File: src/sv/deq_pkg.sv
// Shared types and codes for the double-ended queue.
`default_nettype none

package deq_pkg;

   localparam int DEPTH_DEFAULT      = 16;
   localparam int VALUE_BITS_DEFAULT = 32;

   localparam int OP_W     = 3;
   localparam int VALUE_W  = 32;
   localparam int STATUS_W = 2;
   localparam int COUNT_W  = 5;

   localparam logic [OP_W-1:0] OP_PUSH_BACK  = 3'd0;
   localparam logic [OP_W-1:0] OP_PUSH_FRONT = 3'd1;
   localparam logic [OP_W-1:0] OP_POP_FRONT  = 3'd2;
   localparam logic [OP_W-1:0] OP_POP_BACK   = 3'd3;
   localparam logic [OP_W-1:0] OP_PEEK_FRONT = 3'd4;
   localparam logic [OP_W-1:0] OP_PEEK_BACK  = 3'd5;

   localparam logic [STATUS_W-1:0] ST_OK    = 2'd0;
   localparam logic [STATUS_W-1:0] ST_EMPTY = 2'd1;
   localparam logic [STATUS_W-1:0] ST_FULL  = 2'd2;

   typedef struct packed {
      logic [OP_W-1:0]           op;
      logic signed [VALUE_W-1:0] value_in;
   } req_type;

   typedef struct packed {
      logic signed [VALUE_W-1:0] value_out;
      logic [STATUS_W-1:0]       status;
      logic [COUNT_W-1:0]        count_out;
   } rsp_type;

   // result stage state, handed from control to the output side
   typedef struct packed {
      logic                valid;
      logic                is_read;
      logic [STATUS_W-1:0] status;
      logic [COUNT_W-1:0]  count_out;
   } rsp_info_type;

endpackage

`default_nettype wire

File: src/sv/deq_mem.sv
// Slot storage: single-port synchronous RAM, registered read.
`default_nettype none

module deq_mem #(
   parameter int DEPTH = 16,
   parameter int WIDTH = 32
) (
   input  wire logic                     clock,
   input  wire logic                     wr_en,
   input  wire logic                     rd_en,
   input  wire logic [$clog2(DEPTH)-1:0] addr,
   input  wire logic [WIDTH-1:0]         wr_data,
   output logic      [WIDTH-1:0]         rd_data
);

   logic [WIDTH-1:0] mem [DEPTH];

   always_ff @(posedge clock) begin
      if (wr_en) begin
         mem[addr] <= wr_data;
      end
      if (rd_en) begin
         rd_data <= mem[addr];
      end
   end

endmodule

`default_nettype wire

File: src/sv/deq_ctrl.sv
// Ring pointers, count, operation decode and result stage.
`default_nettype none

module deq_ctrl #(
   parameter int DEPTH      = 16,
   parameter int STORE_BITS = 32
) (
   input  wire logic                     clock,
   input  wire logic                     reset,
   input  wire logic                     req_valid,
   output logic                          req_ready,
   input  wire deq_pkg::req_type         req,
   input  wire logic                     rsp_ready,
   output deq_pkg::rsp_info_type         info,
   output logic                          mem_wr_en,
   output logic                          mem_rd_en,
   output logic [$clog2(DEPTH)-1:0]      mem_addr,
   output logic [STORE_BITS-1:0]         mem_wr_data
);

   import deq_pkg::*;

   localparam int PTR_BITS = $clog2(DEPTH);
   localparam int CNT_BITS = $clog2(DEPTH + 1);
   localparam int SUM_BITS = PTR_BITS + 1;

   localparam logic [CNT_BITS-1:0] CNT_FULL  = CNT_BITS'(DEPTH);
   localparam logic [SUM_BITS-1:0] SUM_DEPTH = SUM_BITS'(DEPTH);
   localparam logic [PTR_BITS-1:0] PTR_LAST  = PTR_BITS'(DEPTH - 1);

   logic [PTR_BITS-1:0] front_ff, front_in;
   logic [CNT_BITS-1:0] count_ff, count_in;
   rsp_info_type        info_ff, info_in;

   logic                accept;
   logic                full, empty;
   logic [PTR_BITS-1:0] back_ptr, last_ptr, prev_front, next_front;
   logic [SUM_BITS-1:0] back_sum, last_sum, next_sum;
   logic [STATUS_W-1:0] status;

   assign req_ready = !info_ff.valid || rsp_ready;
   assign accept    = req_valid && req_ready;
   assign full      = (count_ff == CNT_FULL);
   assign empty     = (count_ff == '0);

   // ring positions without a divider: one compare and subtract
   assign back_sum   = SUM_BITS'(front_ff) + SUM_BITS'(count_ff);
   assign last_sum   = back_sum - SUM_BITS'(1);
   assign next_sum   = SUM_BITS'(front_ff) + SUM_BITS'(1);
   assign back_ptr   = (back_sum >= SUM_DEPTH) ? PTR_BITS'(back_sum - SUM_DEPTH)
                                               : PTR_BITS'(back_sum);
   assign last_ptr   = (last_sum >= SUM_DEPTH) ? PTR_BITS'(last_sum - SUM_DEPTH)
                                               : PTR_BITS'(last_sum);
   assign next_front = (next_sum >= SUM_DEPTH) ? '0 : PTR_BITS'(next_sum);
   assign prev_front = (front_ff == '0) ? PTR_LAST : front_ff - PTR_BITS'(1);

   assign mem_wr_data = req.value_in[STORE_BITS-1:0];

   always_comb begin
      front_in  = front_ff;
      count_in  = count_ff;
      mem_wr_en = 1'b0;
      mem_rd_en = 1'b0;
      mem_addr  = front_ff;
      status    = ST_OK;
      if (accept) begin
         unique case (req.op) inside
            OP_PUSH_BACK: begin
               if (full) begin
                  status = ST_FULL;
               end else begin
                  mem_wr_en = 1'b1;
                  mem_addr  = back_ptr;
                  count_in  = count_ff + CNT_BITS'(1);
               end
            end
            OP_PUSH_FRONT: begin
               if (full) begin
                  status = ST_FULL;
               end else begin
                  mem_wr_en = 1'b1;
                  mem_addr  = prev_front;
                  front_in  = prev_front;
                  count_in  = count_ff + CNT_BITS'(1);
               end
            end
            OP_POP_FRONT, OP_PEEK_FRONT: begin
               if (empty) begin
                  status = ST_EMPTY;
               end else begin
                  mem_rd_en = 1'b1;
                  mem_addr  = front_ff;
                  if (req.op == OP_POP_FRONT) begin
                     front_in = next_front;
                     count_in = count_ff - CNT_BITS'(1);
                  end
               end
            end
            OP_POP_BACK, OP_PEEK_BACK: begin
               if (empty) begin
                  status = ST_EMPTY;
               end else begin
                  mem_rd_en = 1'b1;
                  mem_addr  = last_ptr;
                  if (req.op == OP_POP_BACK) begin
                     count_in = count_ff - CNT_BITS'(1);
                  end
               end
            end
            default: begin
               // unused codes: no operation
            end
         endcase
      end
   end

   always_comb begin
      info_in = info_ff;
      if (accept) begin
         info_in.valid     = 1'b1;
         info_in.is_read   = mem_rd_en;
         info_in.status    = status;
         info_in.count_out = COUNT_W'(count_in);
      end else if (rsp_ready) begin
         info_in.valid = 1'b0;
      end
   end

   always_ff @(posedge clock) begin
      if (reset) begin
         front_ff <= '0;
         count_ff <= '0;
         info_ff  <= '0;
      end else begin
         front_ff <= front_in;
         count_ff <= count_in;
         info_ff  <= info_in;
      end
   end

   assign info = info_ff;

   a_count_bound: assert property (@(posedge clock) disable iff (reset)
      count_ff <= CNT_FULL)
      else $error("count above depth");

   a_front_bound: assert property (@(posedge clock) disable iff (reset)
      SUM_BITS'(front_ff) < SUM_DEPTH)
      else $error("front pointer outside ring");

   a_full_push_holds: assert property (@(posedge clock) disable iff (reset)
      accept && full && (req.op == OP_PUSH_BACK || req.op == OP_PUSH_FRONT)
      |=> $stable(count_ff) && $stable(front_ff))
      else $error("push on full queue changed state");

   a_pop_dec: assert property (@(posedge clock) disable iff (reset)
      accept && !empty && (req.op == OP_POP_FRONT || req.op == OP_POP_BACK)
      |=> count_ff == $past(count_ff) - CNT_BITS'(1))
      else $error("pop did not remove one value");

   a_read_has_data: assert property (@(posedge clock) disable iff (reset)
      info_ff.valid && info_ff.is_read |-> info_ff.status == ST_OK)
      else $error("read result with error status");

endmodule

`default_nettype wire

File: src/sv/double_ended_queue.sv
// Top level of the double-ended queue: control, slot RAM and result output.
//
//   channel | ports                             | beat
//   --------+-----------------------------------+------------------------------
//   request | req_valid, req_ready, req_data    | one operation: op, value_in
//   result  | rsp_valid, rsp_ready, rsp_data    | value_out, status, count_out
//
// One beat per cycle sustained while results are taken; a result is offered in the cycle after
// its request beat, matching the registered read of the slot RAM.
// Pointers and count update when the request is taken, so back-to-back
// operations see each other without forwarding.
// Reset clears pointers, count and the result stage; slots are not cleared.
// A stalled result blocks the next request only while it is not taken.
`default_nettype none

module double_ended_queue #(
   parameter int DEPTH      = deq_pkg::DEPTH_DEFAULT,
   parameter int VALUE_BITS = deq_pkg::VALUE_BITS_DEFAULT
) (
   input  wire logic             clock,
   input  wire logic             reset,
   input  wire logic             req_valid,
   output logic                  req_ready,
   input  wire deq_pkg::req_type req_data,
   output logic                  rsp_valid,
   input  wire logic             rsp_ready,
   output deq_pkg::rsp_type      rsp_data
);

   import deq_pkg::*;

   localparam int STORE_BITS = (VALUE_BITS < VALUE_W) ? VALUE_BITS : VALUE_W;
   localparam int PTR_BITS   = $clog2(DEPTH);

   rsp_info_type                 info;
   logic                         mem_wr_en, mem_rd_en;
   logic [PTR_BITS-1:0]          mem_addr;
   logic [STORE_BITS-1:0]        mem_wr_data;
   logic signed [STORE_BITS-1:0] mem_rd_data;

   deq_ctrl #(
      .DEPTH      (DEPTH),
      .STORE_BITS (STORE_BITS)
   ) u_ctrl (
      .clock       (clock),
      .reset       (reset),
      .req_valid   (req_valid),
      .req_ready   (req_ready),
      .req         (req_data),
      .rsp_ready   (rsp_ready),
      .info        (info),
      .mem_wr_en   (mem_wr_en),
      .mem_rd_en   (mem_rd_en),
      .mem_addr    (mem_addr),
      .mem_wr_data (mem_wr_data)
   );

   deq_mem #(
      .DEPTH (DEPTH),
      .WIDTH (STORE_BITS)
   ) u_mem (
      .clock   (clock),
      .wr_en   (mem_wr_en),
      .rd_en   (mem_rd_en),
      .addr    (mem_addr),
      .wr_data (mem_wr_data),
      .rd_data (mem_rd_data)
   );

   // read data holds in the RAM output register while the result stalls
   assign rsp_valid          = info.valid;
   assign rsp_data.value_out = info.is_read ? VALUE_W'(mem_rd_data) : '0;
   assign rsp_data.status    = info.status;
   assign rsp_data.count_out = info.count_out;

endmodule

`default_nettype wire

File: config.mk
export PLATFORM = sky130hd
export DESIGN_NAME = double_ended_queue
export DESIGN_NICKNAME = d
export VERILOG_FILES = /design/src/sv/deq_pkg.sv /design/src/sv/deq_mem.sv /design/src/sv/deq_ctrl.sv /design/src/sv/double_ended_queue.sv
export SDC_FILE = /design/constraint.sdc
export NUM_CORES = 1
export LEC_CHECK = 0
export ABC_CLOCK_PERIOD_IN_PS = 11600
export BUFFER_PORTS_ARGS = -buffer_cell sky130_fd_sc_hd__buf_2
export CAP_MARGIN = 10
export CORE_AREA = 3 3 194 243
export CTS_BUF_LIST = sky130_fd_sc_hd__clkbuf_8
export DETAILED_ROUTE_END_ITERATION = 6
export DIE_AREA = 0 0 197 246
export HOLD_SLACK_MARGIN = 0.12
export PLACE_DENSITY_LB_ADDON = 0.1
export SYNTH_ARGS = -nofsm -noshare
export SYNTH_HDL_FRONTEND = slang
export SYNTH_HIERARCHICAL = 1
export SYNTH_SLANG_ARGS = --single-unit
File: constraint.sdc
create_clock -name clock -period 11.6 [get_ports clock]
set_clock_uncertainty 0.1 [all_clocks]
set_input_delay 2.32 -clock clock [delete_from_list [all_inputs] [get_ports clock]]
set_output_delay 2.32 -clock clock [all_outputs]
set_load 0.02 [all_outputs]
==> out/metrics.cfg, run 1 <==
[global_route]
gr-max-usage-layer = met2
first_global_vias = 11538
grt_pass1_wl_mm = 71.53
grt_util_met1_pct = 26.80
track_usage_pct = 19.86
overflow = 0
met2_usage_pct = 33.65
grt_max_degree = 136
antenna_found_initial = 3
use_met3_pct = 3.310

[pwr]
leakagePower_nw = 8.108
netSwitchingFraction_pct = 22.26
power_frac_comb_pct = 6.7
p_switching_uw = 900.6
total_power_mw = 4.045
peakVddDrop_v = 0.00008990
pwr-share-seq_pct = 55.8
powerDensity_nw_per_um2 = 162.1
p_int_mw = 3.145
clkPwrFrac_pct = 37.6

[route]
wl_mm = 46.46
drc = 0
firstDrtPassIters = 5
postRouteAntennaNets = 0
vias = 10864
drt_iter0_drc = 684
via_per_inst = 5.800
wire_per_inst_um = 24.81

[worst_setup_path]
crit_slowest_cell = nor3_2
arrival_ns = 6.22
crit_path_cell_trace = buf_2 > xnor2_2 > or3_1 > nand2b_4 > o21ai_4 > a211oi_2 > nor3_2 > nand3_1 > nor3_2 > buf_4
cp_max_fo = 24
r2r_slack_ns = 6.53
startpoint_type = primary input
crit_top_cell = nor3_2
cpPeakStageDelay_ns = 0.85
end_kind = flip-flop
critPathBufInv = 2
timing.rr.end = u_mem/mem[6][2]$_DFFE_PP_
critical-path-top-delay-family = simple AND/OR/NAND/NOR gates
reg2regPathDepth = 12
crit_required_ns = 11.79
reg2reg_from = u_ctrl/count_ff[1]$_SDFF_PP0_
timing_worst_setup_path_type = in2reg

[placed_design]
numPortBuffers = 79
placed_cells = 1711
hpwl_mm = 25.19
finalWeightedCongestion = 0.8074

[clock_network]
ctsHoldBuffers = 0
clock_latency_ns = 0.65
cts-root-buf = clkbuf_8
clkTransAtPathRegs_ns = 0.05
cts_made_buffers = 89
cts.path.max_buffers = 3
post_cts_buffers = 0
cts_tree = built
htree_levels = 3
cts_resized = 0
clock_sinks = 562

[timing]
timing.final.max_slew_violations = 0
whs_ns = 0.3596
min_period_ns = 6.030
post-route-period-util_pct = 51.99
finalHoldViolCount = 0
setup_violations = 0
tns_ns = 0
rsz0062_at_grt = no
slew_headroom_pct = 23.96
tightestPinTransition_ns = 1.138
fmax_mhz = 165.8

[final_layout]
fillCellCount = 3553
finish.utilization_pct = 55.37
drive_gt1_share_pct = 31.86
nets = 1273
area_growth_pct = 11.30
stdcell_count = 1873

[flow_run]
cap_viol_max_count = 0

[synth]
synthCells = 1131
synth_warnings = 6
postSynthAreaPerCell_um2 = 19.82
synth_edf_count = 544
ys_ff_latch = 562
yosysTopAreaCell = edfxtp_1
syn_area_um2 = 22420
synth_async_sr_flop_share_pct = 0
synthFlopType = edfxtp_1
yosys-top-cells-area = edfxtp_1 (73%), mux4_2 (13%), a22oi_1 (2.1%)
synth.top_cell.area_share_pct = 72.86
synth_seq_area_share_pct = 74.47
ys_types = 69
syn_nets = 1179

[die]
die_w_um = 197
fp-row-count = 87
fp.dieH_um = 246
die_area_um2 = 48460
coreArea_um2 = 45070
io_pins = 80
initial_core_util_pct = 49.75

[worst_hold_path]
hp-class = reg2reg
worstHoldPathCells = 2
holdPathEnd = u_ctrl/info[6]$_SDFFE_PP0P_
hp-start = u_ctrl/info[6]$_SDFFE_PP0P_

[run_status]
outcome = finished, final reports clean

## cell usage in the layout, fill, tap and decap left out, types with 7 or more instances in the layout
master / count
edfxtp_1: 544
nor2_4: 13
mux4_2: 128
a22oi_1: 64
buf_4: 19
inv_1: 42
clkbuf_8: 93
nor3_2: 7
dfxtp_1: 18
nor2_1: 33
and2_2: 33
clkinv_2: 7
buf_2: 79
ha_1: 8
a21oi_1: 14
nand3_1: 7
clkinv_1: 19
nand2_1: 52
## synth_stat cells (all sizes together) (2+ instances only)
cell type    n
edfxtp     544
mux4       128
a22oi       64
buf         64
nand2       52
nor2        46
clkbuf      35
and2        34
dfxtp       18
a21oi       15
nor3        12
inv         11
ha           8
o21ai        8
nand3        7
a211oi       6
nand2b       6
nor2b        6
o22ai        5
xnor2        5
a21o         4
a31oi        4
or3          4
nor4         3
o311ai       3
xor2         3
a2111oi      2
a2bb2oi      2
a311oi       2
and3         2
maj3         2
nand3b       2
nor3b        2
or3b         2
## per-stage QoR
step	cell area, um^2	setup slack [ns]
after floorplan	22420	4.739
after global routing	24950	5.340
after CTS	24930	5.645
after detailed placement	23310	4.937
after global placement	23290	4.986
final	24950	5.570
## layout make-up
type / count / area, um^2 / area share, %
clock inverters: 66 / 340.3 / 1.364
flip-flops and latches: 562 / 16700 / 66.91
inverters: 11 / 41.29 / 0.1655
diodes: 2 / 5.005 / 0.02006
repair buffers: 102 / 618.1 / 2.477
multi-input cells: 459 / 5249 / 21.03
clock buffers: 93 / 1280 / 5.130
well taps: 578 / 723.2 / 2.898
## state kept, by name, indices dropped and copies added, names as in the netlist
| register | count |
|---|---|
| u_mem/mem | 512 |
| u_mem/rd_data | 32 |
| u_ctrl/front_ff | 4 |
| u_ctrl/info | 9 |
| u_ctrl/count_ff | 5 |
## worst max path at each step
stage | end | start | slack, ns | depth (start not counted)
4_1_cts | u_mem/mem[12][8]$_DFFE_PP_ | req_data[33] | 5.64 | 10
6_report | u_mem/mem[12][9]$_DFFE_PP_ | req_data[33] | 5.57 | 10
3_5_place_dp | u_mem/mem[12][6]$_DFFE_PP_ | req_data[33] | 4.94 | 10
3_3_place_gp | u_mem/mem[6][30]$_DFFE_PP_ | rsp_ready | 4.99 | 11
2_1_floorplan | u_mem/mem[0][0]$_DFFE_PP_ | req_data[33] | 4.74 | 9
5_1_grt | u_mem/mem[6][2]$_DFFE_PP_ | req_data[33] | 5.34 | 11
## cells by family (layout without fill, tap and decap cells)
group           after synthesis  after routing  synth area share, %
simple gates                183            183                4.397
fa+ha+maj                    11             11               0.6251
compound gates              127            127                4.286
other cells                   0              2                    0
mux                         129            129                12.90
xor+xnor                      9              9               0.4465
buf+inv                     110            272                2.874
flops                       562            562                74.47
## power groups by stage
stage                     Sequential (mW)  Clock [mW]  Combinational (mW)
final                                2.26        1.52               0.270
after global placement               2.30           0               0.272
after global routing                 2.26        1.67               0.296
after CTS                            2.26        1.57               0.275
after floorplan                      2.30           0               0.205
after detailed placement             2.30           0               0.274
## worst min-delay path, cell delays in order, from the launching register on
cell	delay [ns]
dfxtp_1	0.31
nand2_1	0.06
a21oi_1	0.05
## metal layers
metal  vias up  share of wire, %
met5         -                 0
met4         0               1.6
met3        57               4.1
met2       247                51
met1      5770                43
li1       4790                 -
Note: power is estimated with default switching activity, not from simulation.
==> inputs of run 2 (changes only) <==
Settings changed: ABC_CLOCK_PERIOD_IN_PS 11600 to 4850.
Clock period 11.6 ns to 4.85 ns, I/O delays scaled along.
==> run 2 against run 1 <==
Register-to-register slack lost 5.8 ns. Global-route usage is 0.64 points higher. Worst setup slack worse by 4.8 ns. Highest routed layer is now met5. First-iteration DRC count increased by 17%. Critical endpoint is now u_mem/rd_data[25]$_DFFE_PP_. Largest power group unchanged.
==> out/metrics.cfg, run 2 (synthesis results as in run 1) <==
[pwr]
power_frac_comb_pct = 7.2  ; was 6.7%
netSwitchingFraction_pct = 22.43  ; was 22.26%
pwr-share-seq_pct = 56.8  ; was 55.8%
p_switching_mw = 2.128  ; was 900.6 uW
p_int_mw = 7.361  ; was 3.145 mW
peakVddDrop_v = 0.0002300  ; was 0.00008990 V
clkPwrFrac_pct = 36.0  ; was 37.6%
powerDensity_nw_per_um2 = 376.7  ; was 162.1 nW/um^2
leakagePower_nw = 8.215  ; was 8.108 nW
total_power_mw = 9.490  ; was 4.045 mW

[worst_setup_path]
end_kind = flip-flop  ; unchanged
crit_required_ns = 5.13  ; was 11.79 ns
reg2regPathDepth = 11  ; was 12
timing_worst_setup_path_type = reg2reg  ; was in2reg
cp_max_fo = 41  ; was 24
timing.rr.end = u_mem/rd_data[25]$_DFFE_PP_  ; was u_mem/mem[6][2]$_DFFE_PP_
startpoint_type = flip-flop  ; was primary input
reg2reg_from = u_ctrl/count_ff[1]$_SDFF_PP0_  ; unchanged
arrival_ns = 4.39  ; was 6.22 ns
r2r_slack_ns = 0.74  ; was 6.53 ns

[clock_network]
cts_made_buffers = 86  ; was 89
clkTransAtPathRegs_ns = 0.06  ; was 0.05 ns
cts_tree = built  ; unchanged
clock_latency_ns = 0.64  ; was 0.65 ns
htree_levels = 3  ; unchanged
ctsHoldBuffers = 0  ; unchanged
post_cts_buffers = 0  ; unchanged
cts-root-buf = clkbuf_8  ; unchanged
cts_resized = 0  ; unchanged
cts.path.max_buffers = 3  ; unchanged
clock_sinks = 562  ; unchanged

[timing]
fmax_mhz = 243.2
tns_ns = 0  ; unchanged
slew_headroom_pct = 25.27  ; was 23.96%
setup_violations = 0  ; unchanged
timing.final.max_slew_violations = 0  ; unchanged
rsz0062_at_grt = no  ; unchanged
post-route-period-util_pct = 84.77
min_period_ns = 4.111
finalHoldViolCount = 0  ; unchanged
tightestPinTransition_ns = 1.119  ; was 1.138 ns

[run_status]
outcome = finished, final reports clean  ; unchanged

[die]
coreArea_um2 = 45070  ; unchanged
io_pins = 80  ; unchanged
fp-row-count = 87  ; unchanged
initial_core_util_pct = 49.75  ; unchanged
die_w_um = 197  ; unchanged
fp.dieH_um = 246  ; unchanged
die_area_um2 = 48460  ; unchanged

[global_route]
first_global_vias = 11587  ; was 11538
antenna_found_initial = 2  ; was 3
overflow = 0  ; unchanged
grt_pass1_wl_mm = 73.16  ; was 71.53 mm
track_usage_pct = 20.49  ; was 19.86%
grt_max_degree = 45  ; was 136

[worst_hold_path]
worstHoldPathCells = 2  ; unchanged
hp-start = u_ctrl/info[6]$_SDFFE_PP0P_  ; unchanged
holdPathEnd = u_ctrl/info[6]$_SDFFE_PP0P_  ; unchanged
hp-class = reg2reg  ; unchanged

[route]
via_per_inst = 5.839  ; was 5.800
firstDrtPassIters = 5  ; unchanged
vias = 11071  ; was 10864
wire_per_inst_um = 25.46  ; was 24.81 um
postRouteAntennaNets = 0  ; unchanged
drc = 0  ; unchanged
wl_mm = 48.28  ; was 46.46 mm
drt_iter0_drc = 803  ; was 684

[final_layout]
final_cell_mix = edfxtp_1 (544), mux4_2 (128), clkbuf_8 (90)  ; was edfxtp_1 (544), mux4_2 (128), clkbuf_8 (93)
final_common_cell = edfxtp_1  ; unchanged
drive_gt1_share_pct = 33.26  ; was 31.86%
area_growth_pct = 12.37  ; was 11.30%
nets = 1305  ; was 1273
regMostFlops = u_mem/mem  ; unchanged
largest_reg_flops = 512  ; unchanged

[placed_design]
numPortBuffers = 79  ; unchanged
finalWeightedCongestion = 0.7848  ; was 0.8074
hpwl_mm = 27.77  ; was 25.19 mm

[flow_run]
cap_viol_max_count = 0  ; unchanged

run 2: changes by cell type in the layout (fill, tap and decap cells not counted), sizes merged:
| cell | change |
|---|---|
| buf | +35 |
| clkinv | -5 |
| clkbuf | -3 |
| bufinv | -2 |
| inv | -2 |
| clkinvlp | +1 |
| diode | -1 |
run 2: worst max-delay path: stages, from the launching register on:
cell and delay (ns):
dfxtp_1 0.41, inv_1 0.09, ha_1 0.27, or4b_4 0.54, nand2_1 0.10, maj3_1 0.16, nor2_1 0.11, o2bb2ai_4 0.90
buf_12 0.36, mux4_2 0.36, a22oi_1 0.32, nand2_1 0.10
run 2: through the flow:
stage,cells,util (%),area (um^2),worst slack (ns),hold slack (ns)
5_1_grt,1896,55.90,25190,0.4632,0.3848
3_5_place_dp,1747,52.62,23720,0.5173,0.3464
3_3_place_gp,1747,52.62,23720,0.5826,0.3501
2_1_floorplan,1131,-,22440,0.08292,0.4232
4_1_cts,1895,55.90,25190,0.7259,0.3529
6_report,1896,55.90,25190,0.7385,0.3496
run 2: power by group through the flow:
| stage | Clock (mW) | Sequential, mW | Combinational [mW] |
|---|---|---|---|
| after detailed placement | 0 | 5.50 | 0.690 |
| final | 3.42 | 5.39 | 0.679 |
| after global routing | 3.76 | 5.39 | 0.744 |
| after global placement | 0 | 5.50 | 0.682 |
| after CTS | 3.54 | 5.39 | 0.691 |
| after floorplan | 0 | 5.49 | 0.490 |
run 2: how the worst max path moves through the flow:
stage | startpoint | endpoint | slack [ns] | cells after the start
finish | u_ctrl/count_ff[1]$_SDFF_PP0_ | u_mem/rd_data[25]$_DFFE_PP_ | 0.74 | 11
global route | u_ctrl/count_ff[1]$_SDFF_PP0_ | u_mem/mem[4][9]$_DFFE_PP_ | 0.46 | 11
CTS | u_ctrl/count_ff[1]$_SDFF_PP0_ | u_mem/rd_data[25]$_DFFE_PP_ | 0.73 | 11
detailed placement | req_data[33] | u_mem/rd_data[11]$_DFFE_PP_ | 0.52 | 11
global placement | req_data[33] | u_mem/rd_data[11]$_DFFE_PP_ | 0.58 | 11
floorplan | req_data[33] | u_mem/mem[15][0]$_DFFE_PP_ | 0.08 | 11
run 2: area by class of cell:
type / count / area (um^2)
fillers: 3493 / 19870
flip-flops and latches: 562 / 16700
multi-input cells: 459 / 5274
clock buffers: 90 / 1239
repair buffers: 137 / 980.9
well taps: 578 / 723.2
clock inverters: 58 / 236.5
inverters: 11 / 41.29
diodes: 1 / 2.502
run 2: routing by layer:
| layer | track usage, % | share of wire, % | vias to the layer above |
|---|---|---|---|
| li1 | - | - | 4848 |
| met1 | 28.13 | 43 | 5877 |
| met2 | 34.32 | 51 | 289 |
| met3 | 3.365 | 4.9 | 55 |
| met4 | 6.040 | 1.5 | 2 |
| met5 | 0 | 0.023 | - |
